===== src/hw/rtl/rptg_pkg.sv =====
// Shared constants, types and helpers of the ramped pulse train generator.
package rptg_pkg;

    // Field widths
    localparam int TICK_W      = 20;
    localparam int DUR_W       = 16;
    localparam int COUNT_W     = 8;
    localparam int STEP_W      = 10;
    localparam int PHASE_W     = 3;
    localparam int CFG_DATA_W  = 16;
    localparam int CFG_INDEX_W = 3;

    // Sequencer phase codes
    localparam logic [PHASE_W-1:0] PH_IDLE  = 3'd0;
    localparam logic [PHASE_W-1:0] PH_TRIG  = 3'd1;
    localparam logic [PHASE_W-1:0] PH_ARM   = 3'd2;
    localparam logic [PHASE_W-1:0] PH_HIGH  = 3'd3;
    localparam logic [PHASE_W-1:0] PH_LOW   = 3'd4;
    localparam logic [PHASE_W-1:0] PH_PAUSE = 3'd5;

    // Configuration register indexes
    localparam logic [CFG_INDEX_W-1:0] REG_TRIGGER_WIDTH = 3'd0;
    localparam logic [CFG_INDEX_W-1:0] REG_PULSE_COUNT   = 3'd1;
    localparam logic [CFG_INDEX_W-1:0] REG_END_PAUSE     = 3'd2;
    localparam logic [CFG_INDEX_W-1:0] REG_WIDTH_STEP    = 3'd3;
    localparam logic [CFG_INDEX_W-1:0] REG_BASE_HIGH     = 3'd4;
    localparam logic [CFG_INDEX_W-1:0] REG_BASE_LOW      = 3'd5;

    // Values after reset
    localparam logic [DUR_W-1:0]   RST_TRIGGER_WIDTH = 16'd10;
    localparam logic [COUNT_W-1:0] RST_PULSE_COUNT   = 8'd7 + 8'd13;
    localparam logic [DUR_W-1:0]   RST_END_PAUSE     = 16'd500 * 16'd16;
    localparam logic [STEP_W-1:0]  RST_WIDTH_STEP    = 10'd50;
    localparam logic [DUR_W-1:0]   RST_BASE_HIGH     = 16'd100 * 16'd12;
    localparam logic [DUR_W-1:0]   RST_BASE_LOW      = 16'd100 * 16'd1;

    typedef struct packed {
        logic [DUR_W-1:0]   trigger_width;
        logic [COUNT_W-1:0] pulse_count;
        logic [DUR_W-1:0]   end_pause;
        logic [STEP_W-1:0]  width_step;
        logic [DUR_W-1:0]   base_high;
        logic [DUR_W-1:0]   base_low;
    } cfg_t;

    // A zero duration counts as one tick
    function automatic logic [DUR_W-1:0] dur_min1(input logic [DUR_W-1:0] v);
        return (v == '0) ? DUR_W'(1) : v;
    endfunction

    function automatic logic [TICK_W-1:0] tick_min1(input logic [TICK_W-1:0] v);
        return (v == '0) ? TICK_W'(1) : v;
    endfunction

endpackage


===== src/hw/rtl/rptg_in_if.sv =====
// Tick input channel: valid/ready handshake with the two switch levels.
interface rptg_in_if;
    logic valid;
    logic ready;
    logic on_switch;
    logic invert_switch;

    modport source (output valid, output on_switch, output invert_switch, input ready);
    modport sink   (input valid, input on_switch, input invert_switch, output ready);
endinterface


===== src/hw/rtl/rptg_out_if.sv =====
// Result channel: valid/ready handshake with the wave and trigger levels.
interface rptg_out_if;
    logic valid;
    logic ready;
    logic wave_out;
    logic trigger_out;

    modport source (output valid, output wave_out, output trigger_out, input ready);
    modport sink   (input valid, input wave_out, input trigger_out, output ready);
endinterface


===== src/hw/rtl/rptg_cfg_regs.sv =====
// Configuration register file of the ramped pulse train generator.
module rptg_cfg_regs
(
    input  logic                            clk,
    input  logic                            rst_n,
    input  logic                            cfg_we,
    input  logic [rptg_pkg::CFG_INDEX_W-1:0] cfg_index,
    input  logic [rptg_pkg::CFG_DATA_W-1:0]  cfg_data,
    output rptg_pkg::cfg_t                  cfg
);
    import rptg_pkg::*;

    cfg_t cfg_reg;

    // Write the addressed register; indexes beyond the list are dropped
    always_ff @(posedge clk or negedge rst_n)
    begin
        if (!rst_n)
        begin
            cfg_reg.trigger_width <= RST_TRIGGER_WIDTH;
            cfg_reg.pulse_count   <= RST_PULSE_COUNT;
            cfg_reg.end_pause     <= RST_END_PAUSE;
            cfg_reg.width_step    <= RST_WIDTH_STEP;
            cfg_reg.base_high     <= RST_BASE_HIGH;
            cfg_reg.base_low      <= RST_BASE_LOW;
        end
        else if (cfg_we)
        begin
            unique case (cfg_index)
                REG_TRIGGER_WIDTH: cfg_reg.trigger_width <= cfg_data;
                REG_PULSE_COUNT:   cfg_reg.pulse_count   <= cfg_data[COUNT_W-1:0];
                REG_END_PAUSE:     cfg_reg.end_pause     <= cfg_data;
                REG_WIDTH_STEP:    cfg_reg.width_step    <= cfg_data[STEP_W-1:0];
                REG_BASE_HIGH:     cfg_reg.base_high     <= cfg_data;
                REG_BASE_LOW:      cfg_reg.base_low      <= cfg_data;
                default:           cfg_reg               <= cfg_reg;
            endcase
        end
    end

    assign cfg = cfg_reg;

endmodule


===== src/hw/rtl/ramped_pulse_train_generator.sv =====
// Ramped pulse train generator: one tick in, one wave/trigger beat out.
//
//  channel | direction | payload                     | handshake
//  --------+-----------+-----------------------------+------------------
//  in_ch   | in        | on_switch, invert_switch    | valid / ready
//  out_ch  | out       | wave_out, trigger_out       | valid / ready
//  cfg     | in        | cfg_index, cfg_data         | cfg_we, no wait
//
// The sequencer state and the result register update together at the edge
// where the tick beat is accepted, so a tick can be taken every cycle while
// the output is not stalled. The result shows in the cycle after its tick.
// A stalled output holds its beat; a new tick is taken in the same cycle
// as the waiting beat leaves. Reset returns the sequencer to idle, clears
// the result valid and sets the configuration registers to their defaults.
module ramped_pulse_train_generator
(
    input  logic                             clk,
    input  logic                             rst_n,
    rptg_in_if.sink                          in_ch,
    rptg_out_if.source                       out_ch,
    input  logic                             cfg_we,
    input  logic [rptg_pkg::CFG_INDEX_W-1:0] cfg_index,
    input  logic [rptg_pkg::CFG_DATA_W-1:0]  cfg_data
);
    import rptg_pkg::*;

    cfg_t cfg;

    logic [PHASE_W-1:0] phase_reg, phase_next;
    logic [TICK_W-1:0]  tick_left_reg, tick_left_next;
    logic [COUNT_W-1:0] pulse_index_reg, pulse_index_next;
    logic [TICK_W-1:0]  current_high_reg, current_high_next;
    logic [DUR_W-1:0]   gap_length_reg, gap_length_next;

    logic               out_valid_reg;
    logic               wave_reg, wave_next;
    logic               trigger_reg, trigger_next;

    // Working values of the tick in progress
    logic [PHASE_W-1:0] ph;
    logic [TICK_W-1:0]  tl;
    logic [TICK_W-1:0]  tl_dec;
    logic [TICK_W-1:0]  high_sum;
    logic [COUNT_W:0]   pulses_done;
    logic [DUR_W-1:0]   arm_high;
    logic [DUR_W-1:0]   arm_low;
    logic               running;
    logic               accept;

    rptg_cfg_regs u_cfg_regs
    (
        .clk       (clk),
        .rst_n     (rst_n),
        .cfg_we    (cfg_we),
        .cfg_index (cfg_index),
        .cfg_data  (cfg_data),
        .cfg       (cfg)
    );

    assign accept       = in_ch.valid && in_ch.ready;
    assign in_ch.ready  = !out_valid_reg || out_ch.ready;

    assign arm_high     = in_ch.invert_switch ? cfg.base_low  : cfg.base_high;
    assign arm_low      = in_ch.invert_switch ? cfg.base_high : cfg.base_low;
    assign high_sum     = current_high_reg + TICK_W'(cfg.width_step);
    assign pulses_done  = {1'b0, pulse_index_reg} + (COUNT_W+1)'(1);

    // Advance the sequencer by one tick
    always_comb
    begin
        phase_next        = phase_reg;
        tick_left_next    = tick_left_reg;
        pulse_index_next  = pulse_index_reg;
        current_high_next = current_high_reg;
        gap_length_next   = gap_length_reg;
        running           = 1'b1;
        ph                = phase_reg;
        tl                = tick_left_reg;

        if (ph > PH_PAUSE)
        begin
            ph = PH_IDLE;
        end

        // Start a block on an idle tick with the switch on
        if (ph == PH_IDLE)
        begin
            if (!in_ch.on_switch)
            begin
                running = 1'b0;
            end
            else
            begin
                ph = PH_TRIG;
                tl = TICK_W'(dur_min1(cfg.trigger_width));
            end
        end

        // Latch the base times on the first tick after the trigger
        if (ph == PH_ARM)
        begin
            current_high_next = TICK_W'(dur_min1(arm_high));
            gap_length_next   = dur_min1(arm_low);
            pulse_index_next  = '0;
            if (cfg.pulse_count == '0)
            begin
                ph = PH_PAUSE;
                tl = TICK_W'(dur_min1(cfg.end_pause));
            end
            else
            begin
                ph = PH_HIGH;
                tl = current_high_next;
            end
        end

        wave_next    = running && (ph == PH_HIGH);
        trigger_next = running && (ph == PH_TRIG);
        tl_dec       = tick_min1(tl) - TICK_W'(1);

        if (!running)
        begin
            phase_next = PH_IDLE;
        end
        else if (tl_dec != '0)
        begin
            phase_next     = ph;
            tick_left_next = tl_dec;
        end
        else
        begin
            tick_left_next = tl_dec;
            unique case (ph)
                PH_TRIG:
                begin
                    phase_next = PH_ARM;
                end
                PH_HIGH:
                begin
                    phase_next     = PH_LOW;
                    tick_left_next = TICK_W'(dur_min1(gap_length_next));
                end
                PH_LOW:
                begin
                    if (pulses_done >= {1'b0, cfg.pulse_count})
                    begin
                        phase_next     = PH_PAUSE;
                        tick_left_next = TICK_W'(dur_min1(cfg.end_pause));
                    end
                    else
                    begin
                        pulse_index_next  = pulses_done[COUNT_W-1:0];
                        current_high_next = tick_min1(high_sum);
                        phase_next        = PH_HIGH;
                        tick_left_next    = current_high_next;
                    end
                end
                default:
                begin
                    phase_next = PH_IDLE;
                end
            endcase
        end
    end

    // Hold the sequencer state; step it on each accepted tick
    always_ff @(posedge clk or negedge rst_n)
    begin
        if (!rst_n)
        begin
            phase_reg        <= PH_IDLE;
            tick_left_reg    <= '0;
            pulse_index_reg  <= '0;
            current_high_reg <= '0;
            gap_length_reg   <= '0;
        end
        else if (accept)
        begin
            phase_reg        <= phase_next;
            tick_left_reg    <= tick_left_next;
            pulse_index_reg  <= pulse_index_next;
            current_high_reg <= current_high_next;
            gap_length_reg   <= gap_length_next;
        end
    end

    // Result register: load on a tick beat, drop when the beat is taken
    always_ff @(posedge clk or negedge rst_n)
    begin
        if (!rst_n)
        begin
            out_valid_reg <= 1'b0;
        end
        else if (accept)
        begin
            out_valid_reg <= 1'b1;
        end
        else if (out_ch.ready)
        begin
            out_valid_reg <= 1'b0;
        end
    end

    always_ff @(posedge clk)
    begin
        if (accept)
        begin
            wave_reg    <= wave_next;
            trigger_reg <= trigger_next;
        end
    end

    assign out_ch.valid       = out_valid_reg;
    assign out_ch.wave_out    = wave_reg;
    assign out_ch.trigger_out = trigger_reg;

endmodule


===== src/flat_wrapper.sv =====
// flat-port wrapper written by rule: the top's interface ports become plain ports
module ramped_pulse_train_generator_flat import rptg_pkg::*;
  (clk, rst_n, cfg_we, cfg_index, cfg_data, in_ch_valid, in_ch_on_switch, in_ch_invert_switch, in_ch_ready, out_ch_valid, out_ch_wave_out, out_ch_trigger_out, out_ch_ready);
  rptg_in_if in_ch_i ();
  rptg_out_if out_ch_i ();
  input  logic clk;
  input  logic rst_n;
  input  logic cfg_we;
  input  logic [rptg_pkg::CFG_INDEX_W-1:0] cfg_index;
  input  logic [rptg_pkg::CFG_DATA_W-1:0] cfg_data;
  input wire logic [$bits(in_ch_i.valid)-1:0] in_ch_valid;
  input wire logic [$bits(in_ch_i.on_switch)-1:0] in_ch_on_switch;
  input wire logic [$bits(in_ch_i.invert_switch)-1:0] in_ch_invert_switch;
  output wire logic [$bits(in_ch_i.ready)-1:0] in_ch_ready;
  output wire logic [$bits(out_ch_i.valid)-1:0] out_ch_valid;
  output wire logic [$bits(out_ch_i.wave_out)-1:0] out_ch_wave_out;
  output wire logic [$bits(out_ch_i.trigger_out)-1:0] out_ch_trigger_out;
  input wire logic [$bits(out_ch_i.ready)-1:0] out_ch_ready;
  assign in_ch_i.valid = in_ch_valid;
  assign in_ch_i.on_switch = in_ch_on_switch;
  assign in_ch_i.invert_switch = in_ch_invert_switch;
  assign in_ch_ready = in_ch_i.ready;
  assign out_ch_valid = out_ch_i.valid;
  assign out_ch_wave_out = out_ch_i.wave_out;
  assign out_ch_trigger_out = out_ch_i.trigger_out;
  assign out_ch_i.ready = out_ch_ready;
  ramped_pulse_train_generator u_core (.clk(clk), .rst_n(rst_n), .in_ch(in_ch_i), .out_ch(out_ch_i), .cfg_we(cfg_we), .cfg_index(cfg_index), .cfg_data(cfg_data));
endmodule

===== config.mk =====
export PLATFORM = sky130hd
export DESIGN_NAME = ramped_pulse_train_generator_flat
export DESIGN_NICKNAME = d
export VERILOG_FILES = /design/src/hw/rtl/rptg_pkg.sv /design/src/hw/rtl/rptg_in_if.sv /design/src/hw/rtl/rptg_out_if.sv /design/src/hw/rtl/rptg_cfg_regs.sv /design/src/hw/rtl/ramped_pulse_train_generator.sv /design/src/flat_wrapper.sv
export SDC_FILE = /design/constraint.sdc
export NUM_CORES = 1
export LEC_CHECK = 0
export BUFFER_PORTS_ARGS = -buffer_cell sky130_fd_sc_hd__buf_2
export CAP_MARGIN = 10
export CORE_UTILIZATION = 37
export CTS_CLUSTER_DIAMETER = 80
export DETAILED_ROUTE_END_ITERATION = 16
export PLACE_DENSITY = 0.61
export SYNTH_ARGS = -nofsm -noshare
export SYNTH_HDL_FRONTEND = slang
export SYNTH_HIERARCHICAL = 1
export SYNTH_SLANG_ARGS = --single-unit

===== constraint.sdc =====
create_clock -name clk -period 6.61 [get_ports clk]
set_clock_uncertainty 0.2 [all_clocks]
set_input_delay 1.322 -clock clk [delete_from_list [all_inputs] [get_ports clk]]
set_output_delay 1.322 -clock clk [all_outputs]
set_load 0.03 [all_outputs]

Word-level counts from Yosys, hierarchy flattened
Index checks and enable logic that the tools add are counted.
{"block": "classes", "add_sub_neg": 3, "multipliers": 0, "div_mod_pow": 0, "magnitude_cmp": 2, "eq_ne": 9, "shifts": 0, "n_mux": 40, "n_bitwise": 0, "reduce_logical": 24}
{"op": "20-bit two-way mux", "count": 12}
{"op": "16-bit two-way mux", "count": 9}
{"op": "16-bit logical NOT", "count": 5}
{"op": "20-bit logical NOT", "count": 2}
{"op": "8-bit two-way mux", "count": 5}
{"op": "20-bit case mux with 2 select lines", "count": 1}
{"op": "3-bit two-way mux", "count": 8}
{"op": "20-bit by 10-bit adder with 20-bit output", "count": 1}
{"op": "20-bit nonzero test", "count": 1}
{"op": "20-bit by 1-bit subtractor with 20-bit output (second input constant)", "count": 1}
{"op": "2-bit AND reduction", "count": 7}
{"op": "3-bit by 2-bit equality test with 1-bit output (second input constant)", "count": 4}
{"op": "8-bit by 1-bit adder with 9-bit output (second input constant)", "count": 1}
{"op": "3-bit equality test (second input constant)", "count": 3}
{"op": "9-bit by 8-bit >= comparator with 1-bit output", "count": 1}
{"op": "3-bit case mux with 3 select lines", "count": 1}
{"op": "8-bit logical NOT", "count": 1}
{"op": "3-bit by 1-bit equality test with 1-bit output (second input constant)", "count": 2}
{"op": "3-bit logical NOT", "count": 2}
{"op": "1-bit two-way mux", "count": 4}
{"op": "3-bit > comparator (second input constant)", "count": 1}
{"op": "1-bit logical AND", "count": 3}
{"op": "2-bit nonzero test", "count": 1}
{"op": "1-bit logical NOT", "count": 1}
{"op": "1-bit logical OR", "count": 1}
{"block": "word_totals", "regBits": 152, "latchBits": 0, "mem_bits_rw": 0, "rom_bits": 0, "input_bits": 26, "output_inout_bits": 4, "elab_cells": 92, "n_memories": 0}

Depth between registers and ports, before layout
{"block": "logic_depth", "depth_word": 12, "depth_mapped": 20, "ltp_nobuf": 17}

Hierarchy
Netlist, hierarchy kept.
{"mod": "ramped_pulse_train_generator", "n_inst": 1, "cells_per_inst": 808, "area_each_um2": 6313.6, "seq_area_each_um2": 1761.7}
{"mod": "rptg_cfg_regs", "n_inst": 1, "cells_per_inst": 178, "area_each_um2": 3273.1, "seq_area_each_um2": 2077.0}

Least setup slack after synthesis
No wires, ideal clock.
{"block": "synth_timing", "kind": "input-to-reg", "start": "input port in_ch_invert_switch", "end": "register u_core.tick_left_reg[0]", "setup_time_ns": 0.069, "arrival_time_ns": 6.014, "t_required_ns": 6.341, "slack_ns": 0.327, "stages": 20, "n_path_buf": 4, "cell_sequence": "clkbuf_1 > clkbuf_1 > clkbuf_1 > a211oi_1 > a21oi_1 > o221ai_1 > nand4_1 > nor3_1 > nor2_1 > ha_1 > inv_1 > a221oi_1 > nand4_1 > xnor2_1 > or3_1 > or4_4 > or4_1 > buf_2 > or3b_1 > nand3_1"}
{"block": "synth_via", "elab_chain_len": 10, "elab_cells_between_ends": 17, "cone_classes": "add/sub: 1; mux: 11; reduce/logical: 5"}
{"item": "start, declared", "line_no": "flat_wrapper.sv:13", "rtl": "input wire logic [$bits(in_ch_i.invert_switch)-1:0] in_ch_invert_switch;"}
{"item": "16-bit two-way mux", "line_no": "ramped_pulse_train_generator.sv:63", "rtl": "assign arm_high = in_ch.invert_switch ? cfg.base_low : cfg.base_high;"}
{"item": "16-bit logical NOT", "line_no": "rptg_pkg.sv:48", "rtl": "return (v == '0) ? DUR_W'(1) : v;"}
{"item": "16-bit two-way mux", "line_no": "rptg_pkg.sv:48"}
{"item": "16-bit two-way mux", "line_no": "ramped_pulse_train_generator.sv:105", "rtl": "if (cfg.pulse_count == '0)"}
{"item": "20-bit two-way mux", "line_no": "ramped_pulse_train_generator.sv:100", "rtl": "if (ph == PH_ARM)"}
{"item": "20-bit logical NOT", "line_no": "rptg_pkg.sv:52", "rtl": "return (v == '0) ? TICK_W'(1) : v;"}
{"item": "20-bit two-way mux", "line_no": "rptg_pkg.sv:52"}
{"item": "20-bit by 1-bit subtractor with 20-bit output", "line_no": "ramped_pulse_train_generator.sv:119", "rtl": "tl_dec = tick_min1(tl) - TICK_W'(1);"}
{"item": "20-bit nonzero test / 20-bit case mux with 2 select lines (equally long branches)", "line_no": "ramped_pulse_train_generator.sv:125, ramped_pulse_train_generator.sv:133"}
{"item": "20-bit two-way mux *", "line_no": "ramped_pulse_train_generator.sv:125", "rtl": "else if (tl_dec != '0)"}
{"item": "end signal, assigned", "line_no": "ramped_pulse_train_generator.sv:180", "rtl": "tick_left_reg <= tick_left_next;"}
{"item": "end, declared", "line_no": "ramped_pulse_train_generator.sv:30", "rtl": "logic [TICK_W-1:0] tick_left_reg, tick_left_next;"}
Mark *: on every way between the ends. The rest lies on a longest branch, timed or not.
A chain may end at the register's enable or synchronous reset.

Final worst setup path
{"block": "layout_timing", "start": "input port in_ch_invert_switch", "end": "register u_core.phase_reg[2]"}
{"block": "layout_via", "elab_chain_len": 11}
{"item": "16-bit two-way mux *", "line_no": "ramped_pulse_train_generator.sv:63"}
{"item": "16-bit logical NOT", "line_no": "rptg_pkg.sv:48"}
{"item": "16-bit two-way mux *", "line_no": "rptg_pkg.sv:48"}
{"item": "16-bit two-way mux *", "line_no": "ramped_pulse_train_generator.sv:105"}
{"item": "20-bit two-way mux *", "line_no": "ramped_pulse_train_generator.sv:100"}
{"item": "20-bit logical NOT", "line_no": "rptg_pkg.sv:52"}
{"item": "20-bit two-way mux *", "line_no": "rptg_pkg.sv:52"}
{"item": "20-bit by 1-bit subtractor with 20-bit output *", "line_no": "ramped_pulse_train_generator.sv:119"}
{"item": "20-bit nonzero test *", "line_no": "ramped_pulse_train_generator.sv:125"}
{"item": "3-bit two-way mux *", "line_no": "ramped_pulse_train_generator.sv:125"}
{"item": "3-bit two-way mux *", "line_no": "ramped_pulse_train_generator.sv:121", "rtl": "if (!running)"}
{"item": "end signal, assigned", "line_no": "ramped_pulse_train_generator.sv:179", "rtl": "phase_reg <= phase_next;"}
{"item": "end, declared", "line_no": "ramped_pulse_train_generator.sv:29", "rtl": "logic [PHASE_W-1:0] phase_reg, phase_next;"}
Marked as above.

==> results.cfg <==
[outcome]
status = complete, no violations

[placement]
postPlaceCellArea_sq_um = 10190
place_hpwl_um = 23450
portBuffers = 29
gp_congestion = 1.025
dp_cells = 1330

[die]
initial_core_util_pct = 37.85
core-area_sq_um = 25330
die_w_um = 163.0
rows = 58
dieArea_sq_um = 26560
die_h_um = 163.0
io_pins = 30

[global_routing]
use_met1_pct = 35.54
grt_first_pass_wirelength_um = 48200
top_usage_layer = met2
antenna_found_initial = 0
grt-ovfl-total = 0
grt_max_degree = 95
met3_usage_pct = 3.641
grt_usage_pct = 24.29
use_met2_pct = 36.31
grt_pass1_vias = 7799

[yosys]
synth_area_sq_um = 9587
yosys.area.top_type_share_pct = 33.93
ys_async_sr_fraction_pct = 98.68
postSynthCellCount = 986
ys_seq_elements = 152
yosysWarningCount = 6
ys_seq_area_share_pct = 40.04
synth_nets = 1034
yosys_most_used_dff = dfrtp_1
syn_avg_cell_area_sq_um = 9.723
synth_top_area_cell = dfrtp_1
yosys-top-cells-area = dfrtp_1 (34%), mux2_2 (7.4%), dfstp_2 (5.5%)
synth_edf_count = 2
synthDistinctLibCells = 79

[pwr]
p_switching_mw = 1.204
vdd_drop_max_mv = 0.1537
power_density_nw_per_um2 = 302.8
p_int_mw = 2.071
pwr-share-seq_pct = 40.1
total_leakage_power_nw = 4.527
clkPwrFrac_pct = 31.4
swShare_pct = 36.76
power_mw = 3.276
pwr-share-comb_pct = 28.5

[setup_path]
path_max_fanout = 16
crit_arrival_ns = 6.18
path_class = in2reg
crit_path_end_kind = register
worstSetupStartpointType = input pin
critPathSlowestCell = a2111oi_0
critPathTopFamily = compound AO/OA/AOI/OAI gates
crit_path_frequent_cell = nand4_1
slowest_delay_ns = 0.51
worstPathCellList = buf_2 -> buf_4 -> mux2_2 -> a21oi_1 -> o21ai_0 -> a22oi_1 -> nand4_1 -> nor3_1 -> nor2_1 -> ha_1 -> inv_1 -> a221oi_1 -> nand4_1 -> xnor2_1 -> or3_1 -> a2111oi_0 -> nand4_1 -> buf_4 -> xnor2_1 -> a221o_1
path_buf_inv = 4
crit_required_ns = 6.72
r2r_setup_slack_ns = 0.61

[clock_tree]
htreeDepth = 4
cts_setup_buffers = 0
insertion_delay_ns = 0.44
cts_tree = built
cts-root-buf = clkbuf_16
clk_pin_slew_worst_paths_ns = 0.07
cts_hold_buffers = 0
cts_sinks = 152
clockBufferDepth = 2
cts_buffers = 17
cts_resized = 0

[timing]
finalHoldViolCount = 0
finalCritPeriodShare_pct = 91.81
fin_crit_ns = 6.068
slew_violations = 0
fin_tns_setup_ns = 0
setup_viol = 0
worst_slew_pin_slew_ns = 1.094
fmax_ghz = 0.1648
slew_headroom_pct = 27.05
rsz0062_at_grt = no

[routing]
drtIter0Drc = 947
drt-vias-per-instance = 6.117
dr.pass1.iters = 7
drt_wl_total_um = 31520
wl_per_cell_um = 23.14
ant_nets = 0
vias = 8331
drc = 0

[final_layout]
stdcell_area_sq_um = 10820
nets = 1067
antenna_cells = 0
final_common_cell = dfrtp_1
layout-drive-gt1-share_pct = 22.38
fin_cells = 1362
mostFrequentLayoutCells = dfrtp_1 (130), nand2_1 (73), nor2_1 (72)
area_delta_synth_final_pct = 12.83
largest_register_ffs = 82

[hold_path]
holdCritPathClass = reg2reg

[job]
drv_cap = 0
==> metrics by stage <==
step                      utilization, %  hold slack [ns]  setup slack (ns)
final                              42.71           0.2862            0.5416
after global routing               42.71           0.2998            0.2162
after CTS                          42.71           0.2865            0.6895
after detailed placement           40.23           0.2710            0.2509
after global placement             40.23           0.2645            0.3602
after floorplan                        -           0.2502            0.3268
==> power by group through the flow <==
stage	registers (mW)	clock network, mW	logic [mW]
after global placement	1.32	0	0.902
final	1.31	1.03	0.932
after CTS	1.30	1.04	0.912
after detailed placement	1.32	0	0.907
after floorplan	1.23	0	0.632
after global routing	1.33	1.08	1.00
==> layout make-up <==
type                       instances  area (sq um)
clock inverter                    15         201.4
inverter                          27         101.3
multi-input combinational        753          5393
tap                              330         412.9
fill                            2423         14510
timing repair buffer              68         444.2
sequential                       152          3839
clock buffer                      17         425.4
==> worst register-to-register path, delay by kind of cell, from the launching register on <==
family	cells	cell delay, ns
compound gates	5	1.40
xor+xnor	2	0.24
fa+ha+maj	1	0.23
buf+inv	4	0.96
flops	1	0.55
simple gates	7	2.31
==> worst paths after layout <==
kind	from	end	cells past startpoint
hold reg to reg	u_core/gap_length_reg[13]$_DFFE_PN0P_	u_core/gap_length_reg[13]$_DFFE_PN0P_	2
setup reg to reg	u_core/phase_reg[1]$_DFFE_PN0P_	u_core/phase_reg[2]$_DFFE_PN0P_	19
hold / removal	u_core/gap_length_reg[13]$_DFFE_PN0P_	u_core/gap_length_reg[13]$_DFFE_PN0P_	2
max in group asynchronous	rst_n	u_core/tick_left_reg[5]$_DFFE_PN0P_	2
min in group asynchronous	rst_n	u_core/u_cfg_regs/cfg[22]$_DFFE_PN0P_	1
setup / recovery	in_ch_invert_switch	u_core/phase_reg[2]$_DFFE_PN0P_	20
==> kinds of logic after synthesis <==
group,count (synthesis),share of synthesized area (%)
AND/OR/NAND/NOR,322,17.79
flip-flops,152,40.04
multiplexers,123,15.24
AO/OA/AOI/OAI,255,17.44
XOR/XNOR,31,2.832
buffers and inverters,81,3.706
adder cells (fa/ha/maj),22,2.950
==> layer usage <==
metal / wire length (um) / share of wire [%]
met1: 14560 / 46
met2: 13800 / 44
met3: 2205 / 7.0
met4: 951 / 3.0
met5: 0 / 0
==> Yosys cell counts (all sizes together), types with 9 or more instances <==
master and instances:
a211oi 15, a21o 15, a21oi 57, a31oi 10, buf 15, clkbuf 39
dfrtp 130, dfstp 20, ha 21, inv 26, mux2 94, mux2i 29
nand2 74, nand2b 9, nand3 24, nand4 12, nor2 73, nor2b 9
nor3 42, nor4 29, o21ai 64, o22ai 9, or3 12, xnor2 23
(Power assumes the default switching activity.)
